File: src/design/bpd_pkg.sv
package bpd_pkg;

	// status codes of a result word
	localparam logic [2:0] ST_OK      = 3'd0;
	localparam logic [2:0] ST_NEED    = 3'd1;
	localparam logic [2:0] ST_DONE    = 3'd2;
	localparam logic [2:0] ST_CORRUPT = 3'd3;
	localparam logic [2:0] ST_BUSY    = 3'd4;

	// input word
	typedef struct packed {
		logic       func;
		logic [7:0] in_byte;
		logic       in_last;
	} bpd_in_t;

	// result word
	typedef struct packed {
		logic        out_valid;
		logic [7:0]  out_byte;
		logic [2:0]  status;
		logic [12:0] out_count;
		logic [12:0] used_count;
	} bpd_out_t;

	// datapath commands
	typedef enum logic [2:0] {
		CMD_NONE,
		CMD_LOAD,
		CMD_FEED,
		CMD_SEEK,
		CMD_TICK,
		CMD_CHK,
		CMD_POP,
		CMD_PUT
	} bpd_cmd_t;

	typedef struct packed {
		bpd_cmd_t cmd;
	} ctl_t;

	// datapath status back to the controller
	typedef struct packed {
		logic is_tick;
		logic again;
		logic seek;
		logic seek_done;
		logic tick_end;
		logic more;
		logic pop;
		logic out_free;
	} sts_t;

endpackage

File: src/design/bpd_ctrl.sv
module bpd_ctrl import bpd_pkg::*; (
	input  logic clk,
	input  logic arst_n,
	input  logic in_valid,
	output logic in_ready,
	output ctl_t ctl,
	input  sts_t sts
);

	typedef enum logic [3:0] {
		S_IDLE,
		S_WAIT,
		S_FEED,
		S_SEEK,
		S_TICK,
		S_TWAIT,
		S_CHK,
		S_PWAIT,
		S_POP,
		S_PUT
	} state_t;

	state_t state_q;
	state_t state_d;

	// sequencing and command decode
	always_comb begin
		state_d = state_q;
		ctl.cmd = CMD_NONE;
		case (state_q)
			S_IDLE: begin
				if (in_valid) begin
					ctl.cmd = CMD_LOAD;
					state_d = S_WAIT;
				end
			end
			S_WAIT: begin
				state_d = sts.is_tick ? S_TICK : S_FEED;
			end
			S_FEED: begin
				ctl.cmd = CMD_FEED;
				if (sts.again) begin
					state_d = S_FEED;
				end else if (sts.seek) begin
					state_d = S_SEEK;
				end else begin
					state_d = S_PUT;
				end
			end
			S_SEEK: begin
				ctl.cmd = CMD_SEEK;
				if (sts.seek_done) begin
					state_d = S_PUT;
				end
			end
			S_TICK: begin
				ctl.cmd = CMD_TICK;
				state_d = sts.tick_end ? S_PUT : S_TWAIT;
			end
			S_TWAIT: begin
				state_d = S_CHK;
			end
			S_CHK: begin
				ctl.cmd = CMD_CHK;
				if (sts.more) begin
					state_d = S_TWAIT;
				end else if (sts.pop) begin
					state_d = S_PWAIT;
				end else begin
					state_d = S_PUT;
				end
			end
			S_PWAIT: begin
				state_d = S_POP;
			end
			S_POP: begin
				ctl.cmd = CMD_POP;
				state_d = S_PUT;
			end
			S_PUT: begin
				if (sts.out_free) begin
					ctl.cmd = CMD_PUT;
					state_d = S_IDLE;
				end
			end
			default: begin
				state_d = S_IDLE;
			end
		endcase
	end

	assign in_ready = (state_q == S_IDLE);

	// state register
	always_ff @(posedge clk or negedge arst_n) begin
		if (!arst_n) begin
			state_q <= S_IDLE;
		end else begin
			state_q <= state_d;
		end
	end

endmodule

File: config.mk
export PLATFORM = sky130hd
export DESIGN_NAME = bpd_ctrl
export DESIGN_NICKNAME = d
export VERILOG_FILES = /design/src/design/bpd_pkg.sv /design/src/design/bpd_ctrl.sv
export SDC_FILE = /design/constraint.sdc
export NUM_CORES = 1
export LEC_CHECK = 0
export ABC_AREA = 1
export BUFFER_PORTS_ARGS = -buffer_cell sky130_fd_sc_hd__buf_4
export CORE_AREA = 4 4 41 43
export DETAILED_ROUTE_END_ITERATION = 16
export DIE_AREA = 0 0 45 47
export SYNTH_ARGS = -nofsm -noshare
export SYNTH_HDL_FRONTEND = slang
export SYNTH_SLANG_ARGS = --single-unit
File: constraint.sdc
create_clock -name clk -period 1 [get_ports clk]
set_input_delay 0.05 -clock clk [delete_from_list [all_inputs] [get_ports clk]]
set_output_delay 0.05 -clock clk [all_outputs]
set_load 0.05 [all_outputs]
Word level (Yosys, flattened, before mapping)
Cells that the tools add are included.
{"block": "op_classes", "eq_ne": 12, "n_mux": 13, "reduce_logical": 2}
{"op": "one-hot mux 4 bit (10 select lines)", "n": 1}
{"op": "2-to-1 mux 4 bit", "n": 8}
{"op": "one-hot mux 3 bit (7 select lines)", "n": 1}
{"op": "== test 4 x 3 -> 1 bit, second input constant", "n": 4}
{"op": "== test 4 x 2 -> 1 bit, second input constant", "n": 2}
{"op": "== test 4 bit, second input constant", "n": 2}
{"op": "2-to-1 mux 3 bit", "n": 2}
{"op": "inequality test 2 bit, second input constant", "n": 3}
{"op": "== test 4 x 1 -> 1 bit, second input constant", "n": 1}
{"op": "zero test 4 bit", "n": 1}
{"op": "AND reduction 3 bit", "n": 1}
{"op": "2-to-1 mux 1 bit", "n": 1}
{"block": "word_totals", "regBits": 4, "in_bits": 11, "out_inout_bits": 4}

Longest topological paths before layout
Gate-level depths: netlist of the first run.
{"block": "depth", "depth_word": 3, "ltp_mapped": 8, "ltp_nobuf": 8}

Worst setup path after synthesis of the first run
No wires, ideal clock.
{"block": "synth_path", "path_type": "flip-flop to output port", "startpoint": "register state_q[3]", "endpoint": "output ctl[2] (netlist bit)", "arrival_ns": 1.695, "slack_ns": -0.745, "path_stages_with_launch": 4, "n_path_buf": 0, "path_cell_list": "dfrtp_1 -> inv_2 -> nand2_1 -> o21ai_0"}
{"item": "start, declared", "line": "bpd_ctrl.sv:23", "source": "state_t state_q;"}
{"item": "start signal, assigned", "line": "bpd_ctrl.sv:99", "source": "state_q <= state_d;"}
{"item": "end, declared", "line": "bpd_ctrl.sv:6", "source": "output ctl_t ctl,"}

==> qor.csv, run 1 <==
metric,value,unit
power per cell area,3140,nW/um2
num rows,13,
Fin. Hold Viols,0,
Post-Syn Area,410,um2
vias in the first global route,583,
CP endpoint kind,primary output,
Synth Warn #,0,
max-slew violations,0,
slowest CP cell,dfrtp_2,
largest area contributor in the netlist,dfrtp_1,
share of layout cells above drive strength 1,64.5,%
gr usage total,14.2,%
CP cell instances,inv_4 -> nor2_4 -> nand3_2 -> and2_4 -> o21ai_2 -> buf_6,
Flop pwr share,14.2,%
largest net degree at the start of global routing,7,
Total Wirelength,1.29,mm
CTS tree,built,
Synth cell types,17,
clock sink count,4,
first-pass GRT wire length,2.16,mm
Crit path buffers/inverters,2,
final period demand of the worst path,1420,ps
Hold Path Origin,sts[3],
largest reg by FF count,state_q,
static leakage,0.420,nW
"commonest non-fill, non-tap cell in the layout",buf_4,
htree depth,1,
total gr overflow,0,
post-synthesis sequential area ratio,24.4,%
outcome,finished with violations,
synthesized instance count,71,
Arrival @ worst endpoint,1370,ps
violated checks,negative setup slack,
synth top area cells,"dfrtp_1 24%, nand2_1 19%, inv_1 10%",
Final WS setup,-421,ps
Iter 0 DRT Violations,6,
Pint,0.00129,W
Critical Setup Path Class,flip-flop to primary output,
final setup fails,8,
VDD IR max,1.92,mV
Port Buf Inserts,14,
family with the most delay on the worst path,flip-flops,
via density per instance,4.57,
f_max,704,MHz
Die Y,47,um
max reg flops,4,
placed insts,111,
top flop regs,state_q (4),
#FFs+latches synth,4,
Post-DP HPWL,971,um
switching pwr,0.00134,W
startpoint types,flip-flop,
clock share of power,8.3,%
width of the die,45,um
most frequent cells in the layout,"24 x buf_4, 13 x nand2_1, 8 x inv_1, 7 x nand2_2, 7 x buf_6",
Worst-path clk slew,40,ps
core area,1300,um2
post-route insts no fill,122,
antenna fix cells,0,
fillers,119,
clk buf depth,2,
Synth-to-Final Area Change,104,%
TritonRoute pass-1 iters,4,
Residual DRC,0,
Die Area,2120,um2
Wirelength per Cell,10.6,um
Worst Setup SP,state_q[3],
RSZ-0062 raised after global routing,yes,
Synth Net Count,82,
area share of the largest cell type after synthesis,24.4,%
Final Power,0.00263,W
fin util,64.4,%
via count,557,
final-stage net count,119,
Final Cycle Share,142,%
max-cap check violation count,0,
GP Congestion,0.792,
Worst-Margin Slew,218,ps
Logic pwr share,77.5,%
Top-Level Pins,15,
Starting Density,31.5,%
WP data required,950,ps
Worst Skew,0.737,ps
Root Driver,clkbuf_4,
initial antenna violation count,0,
clk_lat worst skew,230,ps
worst-path maximum fanout,4,
max incr delay on CP,440,ps
worst reg2reg startpoint,state_q[3],
total CTS buffers,3,
Slew Limit Headroom,85.4,%
min-delay worst type,primary input to flip-flop,
Routed Antenna Nets,0,
syn avg cell area,5.78,um2
Sw Share,50.9,%
[repair_timing]
| action | 4_1_cts | 5_1_grt |
|---|---|---|
| resized for setup | 16 | 7 |
| hold buffers | 1 | 0 |
| setup endpoints to repair | 8 | 8 |
| setup buffers | 7 | 2 |
| pin swaps | 6 | 7 |
| hold endpoints to repair | 4 | 0 |
| cloned | 0 | 0 |
[power by group through the flow]
stage	Sequential, W	Clock [W]	Combinational [W]
after global placement	0.000358	0	0.00165
after detailed placement	0.000362	0	0.00165
after CTS	0.000367	0.000222	0.00203
after floorplan	0.000354	0	0.00111
final	0.000374	0.000219	0.00204
after global routing	0.000387	0.000224	0.00220
[final timing paths]
kind | endpoint | slack (ps) | cells after the start
worst max register to register | state_q[0] | -270 | 10
worst max-delay path | ctl[2] | -420 | 6
worst min-delay path | state_q[2] | 80 | 2
worst min register to register | state_q[0] | 740 | 5
max in group asynchronous | state_q[0] | 740 | 2
min in group asynchronous | state_q[3] | 150 | 2
[through the flow]
step | worst slack, ps | hold WS [ps] | cell area [um2] | TNS, ps
after floorplan | -252 | -246 | 474 | -589
after global placement | -197 | -154 | 681 | -1150
after detailed placement | -210 | -153 | 681 | -1220
after CTS | -396 | 86.5 | 825 | -2570
after global routing | -481 | 89.6 | 838 | -2940
final | -421 | 75.3 | 838 | -2380
[kinds of logic (layout without fill, tap and decap cells)]
group           Yosys count  after routing  share of synthesized area (%)
flops                     4              4                           24.4
compound gates            6              6                           7.93
buf+inv                  13             49                           11.9
simple gates             48             48                           55.8
[metal layers]
metal | routed length (um) | up-vias | track usage (%)
met4 | 21 | 0 | 7.60
met1 | 529 | 242 | 14.9
li1 | - | 297 | -
met5 | 0 | - | 0
met3 | 38 | 2 | 2.30
met2 | 703 | 16 | 26.8
[cell usage after synthesis]
cell type,count
nand2_1,21
inv_1,11
nor2_1,9
nand3_1,6
dfrtp_1,4
a21oi_1,3
inv_2,2
nand3b_1,2
nand4_1,2
nor2_2,2
nor2_4,2
o21ai_0,2
and2_1,1
nand2_2,1
nor3_1,1
o211ai_1,1
or2_2,1
[layout make-up]
| class | instances | area [um2] | share of cell area, % |
|---|---|---|---|
| Sequential cell | 4 | 104 | 12.4 |
| Tap cell | 15 | 18.8 | 2.24 |
| Multi-Input combinational cell | 54 | 365 | 43.6 |
| Clock buffer | 4 | 26.3 | 3.13 |
| Inverter | 13 | 55.1 | 6.57 |
| Timing Repair Buffer | 32 | 269 | 32.1 |
No activity file was read; power rests on OpenSTA's default activity.
==> run 2: changes to the inputs <==
--- a/config.mk
+++ b/config.mk
@@ -7,9 +7,12 @@
 export LEC_CHECK = 0
 export ABC_AREA = 1
 export BUFFER_PORTS_ARGS = -buffer_cell sky130_fd_sc_hd__buf_4
-export CORE_AREA = 4 4 41 43
+export CELL_PAD_IN_SITES_DETAIL_PLACEMENT = 1
+export CELL_PAD_IN_SITES_GLOBAL_PLACEMENT = 1
+export CORE_MARGIN = 4
+export CORE_UTILIZATION = 26
 export DETAILED_ROUTE_END_ITERATION = 16
-export DIE_AREA = 0 0 45 47
+export PLACE_DENSITY_LB_ADDON = 0.1
 export SYNTH_ARGS = -nofsm -noshare
 export SYNTH_HDL_FRONTEND = slang
 export SYNTH_SLANG_ARGS = --single-unit
==> run 2 against run 1 <==
The flow still finishes with violations (negative setup slack). Fmax increased by 0.54%. Critical endpoint is now ctl[0]. Non-clock buffer count unchanged. Global-route usage increased by 0.77 points. Register-to-register slack got worse by 60 ps. Power increased by 10%. Sequential share of layout area decreased by 0.28 points. Sequential cell count unchanged. Largest power group unchanged. Sequential power increased by 6.4%.
==> qor.csv, run 2 (synthesized netlist as in run 1, its figures left out) <==
metric,value,unit,change
Slew Limit Headroom,85.8,%,+0.38 points
slowest CP cell,dfrtp_2,,
Iter 0 DRT Violations,1,,-5
WP data required,950,ps,about the same
worst-path maximum fanout,6,,+2
clk buf depth,2,,unchanged
worst hold stages,2,,unchanged
Top-Level Pins,15,,unchanged
clock sink count,4,,unchanged
Arrival @ worst endpoint,1360,ps,about the same
Root Driver,clkbuf_4,,
via density per instance,4.67,,+2.2%
Wirelength per Cell,12.9,um,+22%
family with the most delay on the worst path,flip-flops,,
initial antenna violation count,0,,unchanged
vias in the first global route,568,,-2.6%
CTS tree,built,,
worst r2r path cells,10,,unchanged
power per cell area,3340,nW/um2,+6.3%
largest reg by FF count,state_q,,
Final Power,0.00290,W,+10%
Synth-to-Final Area Change,112,%,
violated checks,negative setup slack,,
critical path depth,7,,+1
share of layout cells above drive strength 1,64.5,%,unchanged
CP endpoint kind,primary output,,
RSZ-0062 raised after global routing,yes,,
fillers,191,,+61%
CP cell instances,nand2_1 -> inv_2 -> nand2_1 -> nand2_2 -> a21oi_4 -> nand2_4 -> buf_8,,
gr usage total,15.0,%,+0.77 points
startpoint types,flip-flop,,
Port Buf Inserts,14,,unchanged
"commonest non-fill, non-tap cell in the layout",buf_4,,
final setup fails,8,,unchanged
Residual DRC,0,,unchanged
Die Y,47.7,um,+1.6%
Starting Density,27.2,%,-4.3 points
GP Congestion,0.756,,-4.5%
Crit path buffers/inverters,2,,unchanged
TritonRoute pass-1 iters,4,,unchanged
Most Frequent Cell on Critical Path,nand2_1,,
Setup WS pre-CTS,-273,ps,-62.4 ps
Die Area,2280,um2,+7.7%
static leakage,0.424,nW,+0.98%
via count,574,,+3.1%
num rows,14,,+1
VDD IR max,1.90,mV,-1.2%
core area,1510,um2,+16%
final period demand of the worst path,1410,ps,-7.57 ps
fin util,57.6,%,-6.8 points
final-stage net count,119,,unchanged
most frequent cells in the layout,"22 x buf_4, 15 x nand2_1, 7 x nor2_4, 7 x inv_1, 7 x buf_6",,
max reg flops,4,,unchanged
Routed Antenna Nets,0,,unchanged
min-delay worst type,primary input to flip-flop,,
Worst Skew,8.37,ps,+7.64 ps
total CTS buffers,3,,unchanged
top flop regs,state_q (4),,
Critical Setup Path Class,flip-flop to primary output,,
max-cap check violation count,0,,unchanged
Worst-Margin Slew,212,ps,-6.34 ps
f_max,707,MHz,+0.54%
total gr overflow,0,,unchanged
clk_lat worst skew,240,ps,about the same
max incr delay on CP,480,ps,+40 ps
Worst-path clk slew,50,ps,about the same
outcome,finished with violations,,
max-slew violations,0,,unchanged
htree depth,1,,unchanged
antenna fix cells,0,,unchanged
width of the die,47.7,um,+6.1%
Final Cycle Share,141,%,-0.76 points
Total Wirelength,1.58,mm,+23%
first-pass GRT wire length,2.36,mm,+9.3%
Final WS setup,-414,ps,+7.57 ps
largest net degree at the start of global routing,7,,unchanged
Fin. Hold Viols,0,,unchanged
Post-DP HPWL,1.19,mm,+23%
WHS,66.6,ps,-8.69 ps
run 2: cell counts in the layout (fill, tap and decap cells not counted):
No cell type changed its count.
run 2: timing repair:
action                                  CTS  global route
cloned                                    0             0
pin swaps                                11             9
endpoints found under the setup margin    8             8
hold buffers                              1             0
setup buffers                             4             3
endpoints found under the hold margin     4             0
gates resized for setup                  20             9
run 2: cell type report:
class	count	area (um2)	share of cell area [%]
clock buffer	4	26.3	3.03
inverter	13	57.6	6.63
multi-input combinational	54	375	43.2
sequential	4	105	12.1
tap	16	20.0	2.31
timing repair buffer	32	284	32.7
run 2: metrics by stage:
step	instances	TNS, ps	cell area [um2]
detailed placement	113	-1710	689
finish	123	-2700	868
global route	123	-3200	868
global placement	113	-1640	689
CTS	121	-2570	822
floorplan	71	-589	474
run 2: path summary, 6_finish.rpt:
kind | start | to | slack [ps]
min reg2reg | state_q[2] | state_q[3] | 700
max | state_q[0] | ctl[0] | -410
max in group asynchronous | arst_n | state_q[0] | 740
min | sts[3] | state_q[2] | 70
min in group asynchronous | arst_n | state_q[3] | 140
max reg2reg | state_q[2] | state_q[0] | -330
run 2: power by group:
part / internal [W] / total (W) / switching [W]
registers: 0.000242 / 0.000398 / 0.000156
clock network: 0.000151 / 0.000233 / 0.0000825
logic: 0.00103 / 0.00227 / 0.00124
run 2: per-layer routing:
layer  wire length [um]  vias up  track usage (%)  part of all wire [%]
li1                   -      293                -                     -
met1                678      266             18.2                    43
met2                829       13             26.6                    52
met3                 56        2             2.26                   3.5
met4                 19        0             4.84                   1.2
met5                  0        -                0                     0
==> run 3: changes to the inputs <==
--- a/config.mk
+++ b/config.mk
@@ -12,7 +12,7 @@
 export CORE_MARGIN = 4
 export CORE_UTILIZATION = 26
 export DETAILED_ROUTE_END_ITERATION = 16
-export PLACE_DENSITY_LB_ADDON = 0.1
+export PLACE_DENSITY_LB_ADDON = 0.12
 export SYNTH_ARGS = -nofsm -noshare
 export SYNTH_HDL_FRONTEND = slang
 export SYNTH_SLANG_ARGS = --single-unit
==> run 3 against run 2 <==
Die area unchanged. First-iteration DRC count increased to 3.0 times the previous value. Critical endpoint unchanged. Worst hold slack got worse by 28 ps. Largest power group unchanged. Wire length increased by 23%. Critical path depth decreased by 1. Utilization increased by 6.5 points. The flow still finishes with violations (negative setup slack). Via count increased by 10%. Sequential power increased by 2%. Highest routed layer unchanged.
==> qor.csv, run 3 (synthesized netlist as in run 1, its figures left out) <==
metric,value,unit,change
met1 Usage GRT,19.5,%,+1.3 points
min-delay worst type,primary input to flip-flop,,
total gr overflow,0,,unchanged
Port Buf Inserts,14,,unchanged
final period demand of the worst path,1430,ps,+17.0 ps
max reg flops,4,,unchanged
CP cell instances,nor2_4 -> nand2_2 -> clkinvlp_4 -> a21oi_4 -> nand2_4 -> buf_8,,
Area after DPL,697,um2,+1.1%
violated checks,negative setup slack,,
"commonest non-fill, non-tap cell in the layout",buf_4,,
initial antenna violation count,0,,unchanged
Top-Level Pins,15,,unchanged
max-cap check violation count,0,,unchanged
worst-path maximum fanout,5,,-1
Die Y,47.7,um,unchanged
num rows,14,,unchanged
post-route cell area,966,um2,+11%
Hold EP,state_q[2],,
slowest CP cell,dfrtp_2,,
most frequent cells in the layout,"30 x buf_4, 10 x nand2_1, 9 x nand2_2, 8 x nor2_4, 8 x buf_6",,
htree depth,1,,unchanged
Crit path buffers/inverters,2,,unchanged
width of the die,47.7,um,unchanged
Worst-Margin Slew,243,ps,+30.6 ps
final setup fails,8,,unchanged
final-stage net count,128,,+7.6%
total CTS buffers,3,,unchanged
Synth-to-Final Area Change,135,%,
Total Wirelength,1.95,mm,+23%
Worst Skew,7.76,ps,-0.616 ps
CTS tree,built,,
startpoint types,flip-flop,,
WP data required,950,ps,about the same
Iter 0 DRT Violations,3,,+2
max-slew violations,0,,unchanged
family with the most delay on the worst path,flip-flops,,
f_max,699,MHz,-1.2%
R2R Path End,state_q[3],,
Worst-path clk slew,40,ps,about the same
busiest layer in global routing,met2,,
Post-DP HPWL,1.24,mm,+4.1%
worst r2r path cells,8,,-2
Arrival @ worst endpoint,1380,ps,+20 ps
Wirelength per Cell,14.8,um,+15%
Slew Limit Headroom,83.8,%,-2.0 points
Hold Path Origin,sts[3],,
Starting Density,27.2,%,unchanged
largest reg by FF count,state_q,,
via count,632,,+10%
Routed Antenna Nets,0,,unchanged
Root Driver,clkbuf_4,,
worst reg2reg startpoint,state_q[2],,
Residual DRC,0,,unchanged
largest net degree at the start of global routing,6,,-1
clk_lat worst skew,250,ps,about the same
worst hold stages,2,,unchanged
Die Area,2280,um2,unchanged
Final WS setup,-431,ps,-17.0 ps
top flop regs,state_q (4),,
clk buf depth,2,,unchanged
R2R setup slack,-380,ps,-50 ps
Setup WS pre-CTS,-252,ps,+20.8 ps
clock sink count,4,,unchanged
RSZ-0062 raised after global routing,yes,,
GP Congestion,0.798,,+5.6%
static leakage,0.469,nW,+11%
core area,1510,um2,unchanged
global-route track usage on met3,0,%,-2.3 points
TritonRoute pass-1 iters,2,,-2
CP endpoint kind,primary output,,
vias in the first global route,604,,+6.3%
power per cell area,3240,nW/um2,-3.0%
outcome,finished with violations,,
max incr delay on CP,470,ps,about the same
GRT met2 Usage,29.3,%,+2.6 points
Critical Setup Path Class,flip-flop to primary output,,
via density per instance,4.79,,+2.6%
Fin. Hold Viols,0,,unchanged
antenna fix cells,0,,unchanged
Final Cycle Share,143,%,+1.7 points
VDD IR max,1.45,mV,-24%
share of layout cells above drive strength 1,72.4,%,+7.9 points
gr usage total,16.2,%,+1.2 points
first-pass GRT wire length,2.56,mm,+8.5%
-- run 3: final cells by class --
type,instances,area [um2]
fillers,185,541
repair buffers,41,355
clock buffers,4,26.3
flip-flops and latches,4,105
inverters,13,60.1
well taps,16,20.0
multi-input cells,54,399
-- run 3: worst max-delay path by stage --
stage / startpoint / to / slack [ps] / cells after the start
2_1_floorplan: state_q[0] / ctl[0] / -250 / 5
3_3_place_gp: state_q[0] / ctl[2] / -200 / 5
3_5_place_dp: state_q[0] / ctl[1] / -250 / 5
4_1_cts: state_q[1] / ctl[2] / -430 / 7
5_1_grt: state_q[1] / ctl[2] / -500 / 7
6_report: state_q[0] / ctl[0] / -430 / 6
-- run 3: report_power, final --
group / switching, W / leakage, nW / total (W) / internal, W
logic: 0.00134 / 0.408 / 0.00249 / 0.00116
registers: 0.000161 / 0.0461 / 0.000404 / 0.000242
clock network: 0.0000836 / 0.0150 / 0.000234 / 0.000151
-- run 3: per-stage QoR --
stage | util [%] | instances | total power (W) | hold slack [ps] | TNS [ps]
global placement | 46.3 | 114 | 0.00202 | -149 | -1270
finish | 64.1 | 132 | 0.00313 | 38.3 | -2750
CTS | 57.9 | 125 | 0.00280 | 24.2 | -2280
global route | 64.1 | 132 | 0.00335 | 35.6 | -3290
detailed placement | 46.3 | 114 | 0.00207 | -149 | -1530
floorplan | - | 71 | 0.00146 | -246 | -589
-- run 3: metal layers --
metal,vias up,share of wire (%)
li1,314,-
met1,300,41
met2,12,53
met3,6,2.2
met4,0,2.9
met5,-,0
-- run 3: timing repair --
item                                   4_1_cts  5_1_grt
pin swaps                                   11        6
cloned                                       0        0
hold buffers                                 1        0
endpoints found under the hold margin        4        0
gates resized for setup                     29       10
buffers inserted                             7        7
setup endpoints to repair                    8        8
